$ cat src/hw/rtl/awr_ram.sv
// ----------------------------------------------------------------------------
// awr_ram: generic single-port-write, single-read synchronous RAM
// One write port and one read port, read data registered.
// ----------------------------------------------------------------------------
module awr_ram #(
   parameter int WIDTH = 32,
   parameter int DEPTH = 16
) (
   input  logic                     clock,
   input  logic                     we,
   input  logic [$clog2(DEPTH)-1:0] waddr,
   input  logic [WIDTH-1:0]         wdata,
   input  logic [$clog2(DEPTH)-1:0] raddr,
   output logic [WIDTH-1:0]         rdata
);
   logic [WIDTH-1:0] mem [DEPTH];
   always_ff @(posedge clock) begin
      if (we) mem[waddr] <= wdata;
      rdata <= mem[raddr];
   end
endmodule

$ cat config.mk
export PLATFORM = sky130hd
export DESIGN_NAME = awr_ram
export DESIGN_NICKNAME = d
export VERILOG_FILES = /design/src/hw/rtl/awr_ram.sv
export SDC_FILE = /design/constraint.sdc
export NUM_CORES = 1
export LEC_CHECK = 0
export ABC_AREA = 1
export BUFFER_PORTS_ARGS = -buffer_cell sky130_fd_sc_hd__buf_2
export CORE_ASPECT_RATIO = 1.25
export CORE_MARGIN = 8
export CORE_UTILIZATION = 46
export DETAILED_ROUTE_END_ITERATION = 10
export PLACE_DENSITY = 0.73
export SYNTH_ARGS = -nofsm -noshare
export SYNTH_HDL_FRONTEND = slang
export SYNTH_SLANG_ARGS = --single-unit
export TNS_END_PERCENT = 20
$ cat constraint.sdc
create_clock -name clock -period 7.5 [get_ports clock]
set_clock_uncertainty 0.2 [all_clocks]
set_input_delay 0.75 -clock clock [delete_from_list [all_inputs] [get_ports clock]]
set_output_delay 0.75 -clock clock [all_outputs]
set_load 0.05 [all_outputs]
==> key figures <==
Outcome
  • Status: complete, no violations

STA
  • # setup viols final: 0
  • Worst rel slew slack: 0.176
  • Final hold violation count: 0
  • Minimum clock period: 3.32 ns
  • RSZ-0062 raised after global routing: false
  • Final setup TNS: 0 ns
  • Fin crit share: 0.443
  • Final WS setup: 4.18 ns
  • Max Slew Vio Count: 0
  • Fmax: 301 MHz
  • Least-Margin Pin Slew: 1.24 ns

Placed design
  • IO buf count: 73
  • Gpl congestion: 0.745
  • Place WS: 3.65 ns
  • HPWL after detailed placement: 25.7 mm
  • Placed insts: 2764
  • DP Area: 23500 sq um

CTS
  • Post-CTS Hold Buffers: 0
  • CTS Sinks: 544
  • Max Root-Sink Buffers: 3
  • Clock latency on the worst-skew pair: 0.57 ns
  • Total CTS buffers: 48
  • Clk slew on worst S/H paths: 0.07 ns
  • Post_cts resized: 0
  • Root Buffer: clkbuf_16
  • Post-CTS Setup Inserts: 0
  • CTS HTree Levels: 2
  • CTS tree: built

Floorplan
  • Top Ports: 74
  • Die Area: 56800 sq um
  • Chip Height: 265 um
  • Std cell rows: 91
  • CORE AREA: 49100 sq um
  • Horiz. Die Dim: 215 um
  • Initial cell density of the core: 0.463

Pwr
  • P per Cell Area: 249 nW/um^2
  • Max IR drop VDD: 0.152 mV
  • Leakage: 0.0106 uW
  • Post-route total power: 6230 uW

Finish
  • Area grow syn2layout: 10.2%
  • Final instance area: 25000 sq um
  • Fraction of final layout cells sized beyond drive strength 1: 0.0822
  • Final net count: 2205
  • Finished Layout Cells: 2859

Logic synthesis
  • Largest cells by area after synthesis: edfxtp_1, nand2_1, nand3_1
  • Post-Syn Area: 22700 sq um
  • Synth top cells by count: nand2_1, edfxtp_1, inv_1
  • Post-synth EDFFs: 512
  • Top cell type by total area after synthesis: edfxtp_1
  • Cells after Synth: 2120
  • Cell with the most instances after synthesis: nand2_1
  • Seq/Total Area, Yosys: 0.705
  • Synthesized flop and latch total: 544
  • Yosys cell types: 15
  • Synth Flop Type: edfxtp_1
  • Synthesized area per cell: 10.7 sq um
  • Synth Warn #: 0
  • Syn nets: 2162
  • Yosys top cell area share: 0.676
  • FFs w/ async S/R, synth: 0

Global routing
  • Global route overflow: 0
  • Number of global-route vias before repair: 14.7k
  • GR Util All Layers: 0.186
  • Largest net degree at the start of global routing: 156
  • Initial antenna violation count: 6
  • First-pass GRT wire length: 83.1 mm

Worst setup path
  • Critical Path End Type: flip-flop
  • Setup CP Type: in2reg
  • Worst R2R Path Depth: 6
  • WP data required: 7.81 ns
  • Startpoint types: input port
  • Crit-path slowest cell: buf_4
  • Peak fanout along the critical path: 155
  • Cell Chain, Critical Path: buf_6 > inv_6 > buf_4 > nand2_1 > nand2_1 > nand2_1 > nand3_1 > nand3_1 > nand2_1
  • Critical path's most frequent cell: nand2_1
  • Worst path arrival time: 3.63 ns
  • Max stage delay on crit path: 0.97 ns

Hold path
  • WHS Path Cells: 1
  • Min-delay worst type: in2reg

Detailed routing
  • Total DRC errors in the routed layout: 0
  • Initial DRC count: 1530
  • Routed length per instance: 18.9 um
  • Routed vias/inst: 5.21
  • Post-Route WL: 54.0 mm
  • Vias: 14.9k
  • Detail Route Antenna Nets: 0
  • Pre-Repair DR Iteration Count: 7

Flow run
  • Max cap viols: 0
-- report_power, final --
group,leakage [uW],total (uW),switching [uW],internal [uW]
clock network,0.000728,2370,1050,1320
logic,0.00499,441,337,104
registers,0.00490,3420,22.6,3400
-- stage by stage --
stage | hold slack (ns) | utilization
6_report | 0.353 | 0.510
5_1_grt | 0.342 | 0.510
4_1_cts | 0.324 | 0.510
3_5_place_dp | 0.447 | 0.480
3_3_place_gp | 0.431 | 0.480
2_1_floorplan | 0.407 | -
-- state kept, by name (all words and copies together), names as in the netlist --
signal  count
mem       512
rdata      32
-- path summary, 6_finish.rpt --
path,startpoint,end,slack [ns]
hold / removal,wdata[18],mem[15][18],0.35
setup / recovery,raddr[0],rdata[1],4.18
hold reg to reg,mem[2][29],rdata[29],0.46
setup reg to reg,mem[1][4],rdata[4],6.18
-- cells in the final DEF (no fill, tap or decap) --
cell type   synthesis  routed
nand2_1           677     677
edfxtp_1          512     512
inv_1             388     387
nand3_1           385     385
buf_2              41      71
clkbuf_16           0      49
dfxtp_1            32      32
buf_4               6      26
clkbuf_1           14      17
nor2_4              0      16
clkinv_1            0       9
clkinv_2            0       7
diode_2             0       5
inv_6               0       4
bufinv_16           0       3
nand3b_1            2       2
inv_2               1       1
nor2_1             17       1
clkinvlp_4          0       1
clkinv_4            0       1
clkbuf_8            0       1
buf_6              29       1
-- per-layer routing --
metal | wire, um | GRT usage | share of wire | up-vias
met2 | 26800 | 0.319 | 0.50 | 654
li1 | - | - | - | 6916
met5 | 13 | 0 | 0.00024 | -
met3 | 4080 | 0.0277 | 0.076 | 146
met1 | 21000 | 0.230 | 0.39 | 7175
met4 | 2130 | 0.0905 | 0.039 | 2
-- critical path: cells and delay by family --
family,cells,cell delay [ns]
buffers and inverters,3,2.09
and+or+nand+nor,6,0.69
-- cell type report --
type                            count  area, sq um
Fill cell                        4041        24000
Sequential cell                   544        16000
Multi-Input combinational cell   1081         4670
Inverter                          390         1470
Clock buffer                       67         1300
Tap cell                          651          815
Timing Repair Buffer               98          562
Clock inverter                     23          193
Antenna cell                        5         12.5
-- cells by family after synthesis --
kind of cell / Yosys count / share of synthesized area
simple gates: 1081 / 0.200
buf+inv: 495 / 0.0954
flops: 544 / 0.705
(Power assumes the default switching activity.)
